[src/hdl/afbd_pkg.sv]
// Package for the audio frame beat detector.
// Holds shared widths, constants and the request and result types; depends on nothing.
package afbd_pkg;

  localparam int unsigned SAMPLE_W = 8;
  localparam int unsigned SUM_W    = 17;
  localparam int unsigned MAG_W    = 8;

  localparam int unsigned FRAME_SAMPLES = 576;

  localparam logic [SUM_W-1:0] SUM_MAX        = {SUM_W{1'b1}};
  localparam logic [SUM_W-1:0] MIN_ENERGY_RST = SUM_W'(FRAME_SAMPLES * 16);

  localparam int unsigned AP_KEEP    = 125;
  localparam int unsigned AP_BLEND   = 3;
  localparam int unsigned AP_SHIFT   = 7;
  localparam int unsigned THR_MUL    = 34;
  localparam int unsigned THR_SHIFT  = 5;
  localparam int unsigned DECAY_MUL  = 14;
  localparam int unsigned DECAY_SHIFT = 4;

  typedef struct packed {
    logic signed [SAMPLE_W-1:0] sample;
    logic                       channel;
    logic                       frame_end;
  } item_t;

  typedef struct packed {
    logic             beat;
    logic [SUM_W-1:0] frame_energy;
  } result_t;

endpackage

[src/hdl/afbd_in_stage.sv]
// Input register stage of the beat detector.
// Captures one request per cycle unless in_stall is raised, and holds it until the tracker takes it; uses afbd_pkg.
module afbd_in_stage (
  input  logic            clk,
  input  logic            rst_n,
  input  logic            in_valid,
  output logic            in_stall,
  input  afbd_pkg::item_t in_item,
  input  logic            take,
  output logic            held_valid,
  output afbd_pkg::item_t held_item
);
  import afbd_pkg::*;

  logic  valid_r;
  logic  valid_nxt;
  item_t item_r;
  logic  load;

  assign in_stall   = valid_r && !take;
  assign load       = in_valid && !in_stall;
  assign valid_nxt  = load ? 1'b1 : (take ? 1'b0 : valid_r);
  assign held_valid = valid_r;
  assign held_item  = item_r;

  always_ff @(posedge clk) begin
    if (!rst_n) begin
      valid_r <= 1'b0;
    end else begin
      valid_r <= valid_nxt;
    end
  end

  always_ff @(posedge clk) begin
    if (load) begin
      item_r <= in_item;
    end
  end

endmodule

[src/hdl/afbd_tracker.sv]
// Channel sums and peak trackers of the beat detector.
// Accumulates magnitudes and runs the frame-end update; uses afbd_pkg.
module afbd_tracker (
  input  logic                         clk,
  input  logic                         rst_n,
  input  logic                         en,
  input  afbd_pkg::item_t              item,
  input  logic [afbd_pkg::SUM_W-1:0]   min_energy,
  output afbd_pkg::result_t            result
);
  import afbd_pkg::*;

  logic [SUM_W-1:0] left_sum_r, left_sum_nxt;
  logic [SUM_W-1:0] right_sum_r, right_sum_nxt;
  logic [SUM_W-1:0] avg_peak_r, avg_peak_nxt;
  logic [SUM_W-1:0] dec_peak_r, dec_peak_nxt;
  logic [SUM_W-1:0] last_beat_r, last_beat_nxt;

  logic [MAG_W-1:0]   mag;
  logic [SUM_W-1:0]   acc_in;
  logic [SUM_W:0]     acc_sum;
  logic [SUM_W-1:0]   acc_sat;
  logic [SUM_W-1:0]   left_new, right_new;
  logic [SUM_W-1:0]   energy;
  logic [SUM_W+7:0]   ap_mix;
  logic [SUM_W-1:0]   ap_blend;
  logic [SUM_W+5:0]   thr_prod;
  logic [SUM_W:0]     thr;
  logic               beat;
  logic [SUM_W:0]     beat_avg;
  logic [SUM_W+3:0]   decay_prod;

  always_comb begin
    mag       = item.sample[SAMPLE_W-1] ? MAG_W'(-item.sample) : MAG_W'(item.sample);
    acc_in    = item.channel ? right_sum_r : left_sum_r;
    acc_sum   = {1'b0, acc_in} + (SUM_W+1)'(mag);
    acc_sat   = acc_sum[SUM_W] ? SUM_MAX : acc_sum[SUM_W-1:0];
    left_new  = item.channel ? left_sum_r : acc_sat;
    right_new = item.channel ? acc_sat : right_sum_r;
    energy    = (left_new > right_new) ? left_new : right_new;

    ap_mix   = (SUM_W+8)'(avg_peak_r) * (SUM_W+8)'(AP_KEEP)
             + (SUM_W+8)'(dec_peak_r) * (SUM_W+8)'(AP_BLEND);
    ap_blend = ap_mix[AP_SHIFT +: SUM_W];
    thr_prod = (SUM_W+6)'(ap_blend) * (SUM_W+6)'(THR_MUL);
    thr      = thr_prod[THR_SHIFT +: SUM_W+1];
    beat     = ({1'b0, energy} >= thr) && (energy > min_energy);

    beat_avg   = {1'b0, energy} + {1'b0, last_beat_r};
    decay_prod = (SUM_W+4)'(dec_peak_r) * (SUM_W+4)'(DECAY_MUL);

    left_sum_nxt  = left_sum_r;
    right_sum_nxt = right_sum_r;
    avg_peak_nxt  = avg_peak_r;
    dec_peak_nxt  = dec_peak_r;
    last_beat_nxt = last_beat_r;

    if (en) begin
      if (item.frame_end) begin
        left_sum_nxt  = '0;
        right_sum_nxt = '0;
        if (beat) begin
          avg_peak_nxt  = beat_avg[SUM_W:1];
          last_beat_nxt = energy;
        end else begin
          avg_peak_nxt = ap_blend;
          if (energy > dec_peak_r) begin
            dec_peak_nxt = energy;
          end else begin
            dec_peak_nxt = decay_prod[DECAY_SHIFT +: SUM_W];
          end
        end
      end else begin
        left_sum_nxt  = left_new;
        right_sum_nxt = right_new;
      end
    end

    result.beat         = beat;
    result.frame_energy = energy;
  end

  always_ff @(posedge clk) begin
    if (!rst_n) begin
      left_sum_r  <= '0;
      right_sum_r <= '0;
      avg_peak_r  <= '0;
      dec_peak_r  <= '0;
      last_beat_r <= '0;
    end else begin
      left_sum_r  <= left_sum_nxt;
      right_sum_r <= right_sum_nxt;
      avg_peak_r  <= avg_peak_nxt;
      dec_peak_r  <= dec_peak_nxt;
      last_beat_r <= last_beat_nxt;
    end
  end

endmodule

[src/hdl/audio_frame_beat_detector_core.sv]
// Audio frame beat detector, top level.
// A frame-end request is registered in the input stage, then its result in the output register once taken.
// One request per cycle while no stall holds the flow; the sum and peak update is combinational in the tracker.
// A frame-end request waits in the input register only while an unread result is stalled.
// Reset (rst_n low, synchronous) clears sums, peaks, valids; min_energy returns to 9216.
// Uses afbd_pkg, afbd_in_stage and afbd_tracker.
module audio_frame_beat_detector_core (
  input  logic                               clk,
  input  logic                               rst_n,
  input  logic                               in_valid,
  output logic                               in_stall,
  input  logic signed [afbd_pkg::SAMPLE_W-1:0] in_sample,
  input  logic                               in_channel,
  input  logic                               in_frame_end,
  output logic                               out_valid,
  input  logic                               out_stall,
  output logic                               out_beat,
  output logic [afbd_pkg::SUM_W-1:0]         out_frame_energy,
  input  logic                               cfg_valid,
  output logic                               cfg_ready,
  input  logic [afbd_pkg::SUM_W-1:0]         cfg_min_energy
);
  import afbd_pkg::*;

  item_t            in_item;
  item_t            held_item;
  logic             held_valid;
  logic             slot_free;
  logic             take;
  result_t          result;
  logic [SUM_W-1:0] min_energy_r;
  logic             out_valid_r, out_valid_nxt;
  result_t          out_res_r;
  logic             out_load;

  assign in_item.sample    = in_sample;
  assign in_item.channel   = in_channel;
  assign in_item.frame_end = in_frame_end;

  assign slot_free = !out_valid_r || !out_stall;
  assign take      = held_valid && (!held_item.frame_end || slot_free);
  assign out_load  = take && held_item.frame_end;

  afbd_in_stage u_in_stage (
    .clk        (clk),
    .rst_n      (rst_n),
    .in_valid   (in_valid),
    .in_stall   (in_stall),
    .in_item    (in_item),
    .take       (take),
    .held_valid (held_valid),
    .held_item  (held_item)
  );

  afbd_tracker u_tracker (
    .clk        (clk),
    .rst_n      (rst_n),
    .en         (take),
    .item       (held_item),
    .min_energy (min_energy_r),
    .result     (result)
  );

  assign cfg_ready     = 1'b1;
  assign out_valid_nxt = out_load ? 1'b1 : (out_stall ? out_valid_r : 1'b0);

  always_ff @(posedge clk) begin
    if (!rst_n) begin
      min_energy_r <= MIN_ENERGY_RST;
      out_valid_r  <= 1'b0;
    end else begin
      if (cfg_valid && cfg_ready) begin
        min_energy_r <= cfg_min_energy;
      end
      out_valid_r <= out_valid_nxt;
    end
  end

  always_ff @(posedge clk) begin
    if (out_load) begin
      out_res_r <= result;
    end
  end

  assign out_valid        = out_valid_r;
  assign out_beat         = out_res_r.beat;
  assign out_frame_energy = out_res_r.frame_energy;

endmodule
[config.mk]
export PLATFORM = sky130hd
export DESIGN_NAME = audio_frame_beat_detector_core
export DESIGN_NICKNAME = d
export VERILOG_FILES = /design/src/hdl/afbd_pkg.sv /design/src/hdl/afbd_in_stage.sv /design/src/hdl/afbd_tracker.sv /design/src/hdl/audio_frame_beat_detector_core.sv
export SDC_FILE = /design/constraint.sdc
export NUM_CORES = 1
export LEC_CHECK = 0
export BUFFER_PORTS_ARGS = -buffer_cell sky130_fd_sc_hd__buf_2
export CORE_MARGIN = 2
export CORE_UTILIZATION = 55
export DETAILED_ROUTE_END_ITERATION = 12
export HOLD_SLACK_MARGIN = 0.08
export PLACE_DENSITY = 0.74
export SETUP_SLACK_MARGIN = 0.2
export SLEW_MARGIN = 15
export SYNTH_ARGS = -nofsm -noshare
export SYNTH_HDL_FRONTEND = slang
export SYNTH_SLANG_ARGS = --single-unit
[constraint.sdc]
create_clock -name clk -period 8.15 [get_ports clk]
set_clock_uncertainty 0.05 [all_clocks]
set_input_delay 1.2225 -clock clk [delete_from_list [all_inputs] [get_ports clk]]
set_output_delay 1.2225 -clock clk [all_outputs]
set_load 0.005 [all_outputs]
# [After elaboration in Yosys (flattened, before gate mapping)]
# Index checks and enable logic that the tools add are counted.
[totals] out_inout_bits=21 wordCells=57 ff_bits=132
[classes] n_bitwise=1 n_reduce_logical=16 n_eq_ne=1 n_lt_le_gt_ge=4 addsub=4 muxes=14 mul=4
[op_table] cell="17-bit 2-to-1 mux" n=9
[op_table] cell="17-bit greater-than comparator" n=3
[op_table] cell="24-bit by 19-bit adder with 24-bit output" n=1
[op_table] cell="17-bit by 7-bit multiplier with 24-bit output, second input constant" n=1
[op_table] cell="17-bit by 5-bit multiplier with 22-bit output, second input constant" n=1
[op_table] cell="17-bit by 3-bit multiplier with 20-bit output, second input constant" n=1
[op_table] cell="17-bit by 2-bit multiplier with 19-bit output, second input constant" n=1
[op_table] cell="17-bit by 17-bit adder with 18-bit output" n=1
[op_table] cell="17-bit by 8-bit adder with 18-bit output" n=1
[op_table] cell="17-bit by 18-bit >= comparator with 1-bit output" n=1
[op_table] cell="8-bit 2-to-1 mux" n=1
[op_table] cell="8-bit negation" n=1
[op_table] cell="3-bit AND reduction" n=2
[op_table] cell="1-bit logical AND" n=5
[op_table] cell="1-bit zero test" n=5
[op_table] cell="1-bit 2-to-1 mux" n=4
[op_table] cell="1-bit logical OR" n=2
[op_table] cell="2-bit by 1-bit != test with 1-bit output, second input constant" n=1
[op_table] cell="2-bit AND reduction" n=1
[op_table] cell="2-bit nonzero test" n=1
[op_table] cell="1-bit NOT" n=1

# [Logic depth before layout (Yosys ltp)]
[logic_depth] word_depth=11 ltp_mapped=41 depth_no_buf=40

# [Cells and area by module]
# A second synthesis with hierarchy kept.
[hier_totals] hier_cells=1688 hier_area_um2=14617.8
[modules_own_cells] mod="afbd_tracker" cells_per_inst=1593 instances=1 seq_area_each_um2=1701.6 area_per_inst_um2=13021.2
[modules_own_cells] mod="audio_frame_beat_detector_core" cells_per_inst=81 instances=1 seq_area_each_um2=900.9 area_per_inst_um2=1248.7
[modules_own_cells] mod="afbd_in_stage" cells_per_inst=14 instances=1 seq_area_each_um2=320.3 area_per_inst_um2=347.8

# [Worst setup path before layout]
# No wires, ideal clock.
[synth_timing] path_kind="register -> register" start="reg u_tracker.avg_peak_r[0]" end="reg u_tracker.last_beat_r[14]" required_time_ns=7.984 path_stages_with_launch=37 arrival_time_ns=8.165 setup_slack_ns=-0.181 setup_ns=0.116 path_cell_list="dfxtp_1 > fa_1 > inv_1 > fa_1 > inv_1 > fa_1 > inv_1 > fa_1 > inv_1 > ha_1 > and4_1 > a41oi_2 > a21boi_0 > o21a_1 > o21a_1 > nor2_1 > o21ai_0 > xor2_1 > ha_1 > ha_1 > inv_1 > o21bai_1 > a21oi_1 > o21ai_0 > a211oi_1 > maj3_1 > nor4_1 > xnor2_1 > ha_1 > o21a_1 > o22ai_1 > nor3b_1 > and3_4 > buf_6 > buf_2 > nor2_1 > a31o_2"
[synth_between] elab_chain_len=6
[synth_rtl] item="from (decl)" line_no="afbd_tracker.sv:15" text="logic [SUM_W-1:0] avg_peak_r, avg_peak_nxt;"
[synth_rtl] item="from (signal assigned)" line_no="afbd_tracker.sv:93" text="avg_peak_r <= avg_peak_nxt;"
[synth_rtl] item="17-bit by 7-bit multiplier with 24-bit output" line_no="afbd_tracker.sv:42" text="ap_mix = (SUM_W+8)'(avg_peak_r) * (SUM_W+8)'(AP_KEEP)"
[synth_rtl] item="24-bit by 19-bit adder with 24-bit output" line_no="afbd_tracker.sv:43" text="+ (SUM_W+8)'(dec_peak_r) * (SUM_W+8)'(AP_BLEND);"
[synth_rtl] item="17-bit by 5-bit multiplier with 22-bit output" line_no="afbd_tracker.sv:45" text="thr_prod = (SUM_W+6)'(ap_blend) * (SUM_W+6)'(THR_MUL);"
[synth_rtl] item="17-bit by 18-bit >= comparator with 1-bit output" line_no="afbd_tracker.sv:47" text="beat = ({1'b0, energy} >= thr) && (energy > min_energy);"
[synth_rtl] item="1-bit logical AND" line_no="afbd_tracker.sv:47"
[synth_rtl] item="3-bit AND reduction (no line)"
[synth_rtl] item="to (signal assigned)" line_no="afbd_tracker.sv:95" text="last_beat_r <= last_beat_nxt;"
[synth_rtl] item="to (decl)" line_no="afbd_tracker.sv:17" text="logic [SUM_W-1:0] last_beat_r, last_beat_nxt;"
# No other way between the ends.
# A chain may end at the register's enable or synchronous reset.

# [Worst setup path in the final report]
[layout_timing] start="reg u_tracker.avg_peak_r[2]" end="reg u_tracker.dec_peak_r[2]"
[layout_between] elab_chain_len=7
[layout_rtl] item="17-bit by 7-bit multiplier with 24-bit output" line_no="afbd_tracker.sv:42"
[layout_rtl] item="24-bit by 19-bit adder with 24-bit output" line_no="afbd_tracker.sv:43"
[layout_rtl] item="17-bit by 5-bit multiplier with 22-bit output" line_no="afbd_tracker.sv:45"
[layout_rtl] item="17-bit by 18-bit >= comparator with 1-bit output" line_no="afbd_tracker.sv:47"
[layout_rtl] item="1-bit logical AND" line_no="afbd_tracker.sv:47"
[layout_rtl] item="1-bit NOT (no line)"
[layout_rtl] item="3-bit AND reduction (no line)"
[layout_rtl] item="to (signal assigned)" line_no="afbd_tracker.sv:94" text="dec_peak_r <= dec_peak_nxt;"
[layout_rtl] item="to (decl)" line_no="afbd_tracker.sv:16" text="logic [SUM_W-1:0] dec_peak_r, dec_peak_nxt;"
# No other way between the ends.

==> flow_summary.json <==
{
  "status": "finished with violations",
  "violations": "design-rule violations, negative setup slack",
  "clock_path_buffers": 2,
  "final_util_pct": 69.35,
  "grt_overflow": 0,
  "async_flop_share_pct": 0,
  "via_per_inst": 6.032,
  "gr-max-usage-layer": "met2",
  "synth_edf_count": 28,
  "final.min_clock_period_ps": 8182,
  "use_met1_pct": 38.45,
  "wl_um": 43740,
  "final.period_utilization_pct": 100.4,
  "critical_path_required_ps": 8390,
  "numCtsBuffers": 17,
  "grt_pass1_vias": 13290,
  "fin_nets": 2257,
  "ios": 53,
  "place_area_um2": 16350,
  "core_area_um2": 26130,
  "clock-sinks": 132,
  "grt_max_degree": 71,
  "worstPathMaxFanout": 9,
  "synth_nets": 2042,
  "final_cell_mix": "inv_1, buf_4, ha_1",
  "maxCapViolations": 0,
  "vdd_drop_max_uv": 280.3,
  "postRouteAntennaNets": 0,
  "die_h_um": 167.5,
  "cp_slowest_cell": "fa_1",
  "syn_to_final_growth_pct": 23.21,
  "path_class": "reg2reg",
  "relSlewSlack_pct": 23.99,
  "setup_slack_ps": -31.51,
  "worstMarginPinSlew_ps": 1137,
  "hpwl_um": 31100,
  "antenna_found_initial": 0,
  "wl_per_cell_um": 19.20,
  "cts_tree": "yes",
  "diodes": 0,
  "ys.flop_type": "dfxtp_1",
  "die_w_um": 167.5,
  "start_util_pct": 56.29,
  "grt_util_met2_pct": 51.15,
  "synth_seq_cells": 132,
  "cts_max_level": 4,
  "worst_path_largest_cell_delay_ps": 540,
  "syn_area_um2": 14710,
  "layout_commonest_cell": "inv_1",
  "powerDensity_nw_per_um2": 281.2,
  "hp-class": "reg2reg",
  "setup_viol": 1,
  "max_freq_ghz": 0.1222,
  "fin_hold_ws_ps": 410.9,
  "track_usage_pct": 29.82,
  "hold_viol_final": 0,
  "clk_latency_ps": 440,
  "root_buffer": "clkbuf_16",
  "gp_congestion": 0.9512,
  "yosysSeqAreaShare_pct": 19.87,
  "worst_ep_arrival_time_ps": 8420,
  "rsz0062_at_grt": "yes",
  "drive_above_1_share_pct": 24.19,
  "syn_avg_cell_area_um2": 8.577,
  "clkSlewWorstSetupHoldPaths_ps": 70,
  "yosys_warnings": 0,
  "detailroute.via_count": 13740,
  "syn_inst": 1715,
  "p_leak_nw": 8.557,
  "grt_util_met3_pct": 3.853,
  "endpoint_kind": "flip-flop",
  "dp.cells": 2200,
  "die_area_um2": 28070,
  "slew_violations": 0,
  "drc": 5,
  "grt_pass1_wl_um": 66900,
  "drtIter0Drc": 1200,
  "yosysUniqueCellTypes": 86,
  "final_cells": 2278,
  "first_pass_iters": 11,
  "fin_tns_setup_ps": -31.51,
  "start_kind": "flip-flop",
  "final_area_um2": 18120,
  "fp-row-count": 59,
  "io_buffer_count": 51
}
==> stage by stage <==
stage          worst slack (ps)  power, mW
2_1_floorplan             211.9      2.612
3_3_place_gp             -46.54      3.470
3_5_place_dp             -284.5      3.545
4_1_cts                   139.8      4.502
5_1_grt                  -333.1      5.450
6_report                 -31.51      5.096
==> critical path, delay by kind of cell (launching register included) <==
kind / cells / cell delay, ps
buffers and inverters: 7 / 610
adder cells (fa/ha/maj): 7 / 2830
XOR/XNOR: 3 / 710
flip-flops: 1 / 360
AND/OR/NAND/NOR: 6 / 760
AO/OA/AOI/OAI: 15 / 2680
==> worst paths after layout <==
kind                            depth (start not counted)                startpoint                        to  slack (ps)
worst min-delay path                                    2  u_tracker.last_beat_r[5]  u_tracker.last_beat_r[5]         410
worst min register to register                          2  u_tracker.last_beat_r[5]  u_tracker.last_beat_r[5]         410
worst max register to register                         38   u_tracker.avg_peak_r[2]   u_tracker.dec_peak_r[2]         -30
worst max-delay path                                   38   u_tracker.avg_peak_r[2]   u_tracker.dec_peak_r[2]         -30
==> timing repair <==
item	CTS	global route
setup buffers	14	25
hold buffers	0	0
pin swaps	24	94
gates cloned	2	5
resized for setup	54	149
setup endpoints to repair	52	52
==> state kept, by name (all words and copies together) (netlist names) <==
name / flops
min_energy_r: 17
out_frame_energy: 17
u_tracker.avg_peak_r: 17
u_tracker.dec_peak_r: 17
u_tracker.last_beat_r: 17
u_tracker.left_sum_r: 17
u_tracker.right_sum_r: 17
u_in_stage.held_item: 10
out_beat: 1
out_valid: 1
u_in_stage.held_valid: 1
==> per-layer routing <==
metal,vias up,share of wire (%)
met5,-,0
met4,0,4.4
met3,131,6.7
met2,512,48
met1,6702,41
li1,6397,-
==> cells by family after synthesis <==
kind of cell / Yosys count / synth area share (%)
compound gates: 402 / 18.14
fa+ha+maj: 297 / 30.84
simple gates: 454 / 14.56
mux: 69 / 4.815
flops: 132 / 19.87
buf+inv: 294 / 7.690
xor+xnor: 66 / 4.058
other cells: 1 / 0.02549
==> where the power goes <==
part	switching [mW]	internal (mW)	total, mW
logic	1.92	1.68	3.60
registers	0.0237	0.699	0.722
clock network	0.365	0.408	0.773
==> cell usage after synthesis, types with 3 or more instances <==
master	count	area, um2
inv_1	238	893.4
ha_1	185	2315
nor2_1	148	555.5
nand2_1	122	457.9
a21oi_1	110	550.5
fa_1	110	2202
dfxtp_1	104	2082
o21ai_0	80	400.4
mux2i_1	55	550.5
nand3_1	51	255.2
xnor2_1	40	350.3
clkbuf_1	37	138.9
o21a_1	29	217.7
edfxtp_1	28	840.8
nor3_1	28	140.1
xor2_1	25	219.0
a211oi_1	24	180.2
a21o_1	22	165.2
a22oi_1	20	150.1
nor2b_1	20	125.1
o211ai_1	15	112.6
mux2_2	14	157.7
a31oi_1	12	75.07
nand4_1	12	75.07
nand2b_1	11	68.82
and4_1	10	87.58
nand3b_1	9	67.56
o31a_1	9	78.83
or3_1	9	56.30
a31o_2	7	61.31
and2_1	7	43.79
buf_2	7	35.03
o2111ai_1	7	61.31
and3_1	6	37.54
buf_1	6	22.52
o21bai_1	6	45.04
o22ai_1	6	37.54
o311a_1	6	60.06
o31ai_1	6	45.04
nor4_1	5	31.28
a221oi_1	4	35.03
a211o_1	3	26.28
buf_4	3	22.52
o41ai_1	3	26.28
==> final cells by class <==
type | instances | area (um2)
multi-input cells | 1291 | 11350
fillers | 1934 | 8009
clock inverters | 15 | 155.1
repair inverters | 1 | 5.005
well taps | 335 | 419.2
flip-flops and latches | 132 | 2938
clock buffers | 17 | 425.4
inverters | 240 | 910.9
repair buffers | 247 | 1919
Power figures use the tool's default switching activity.
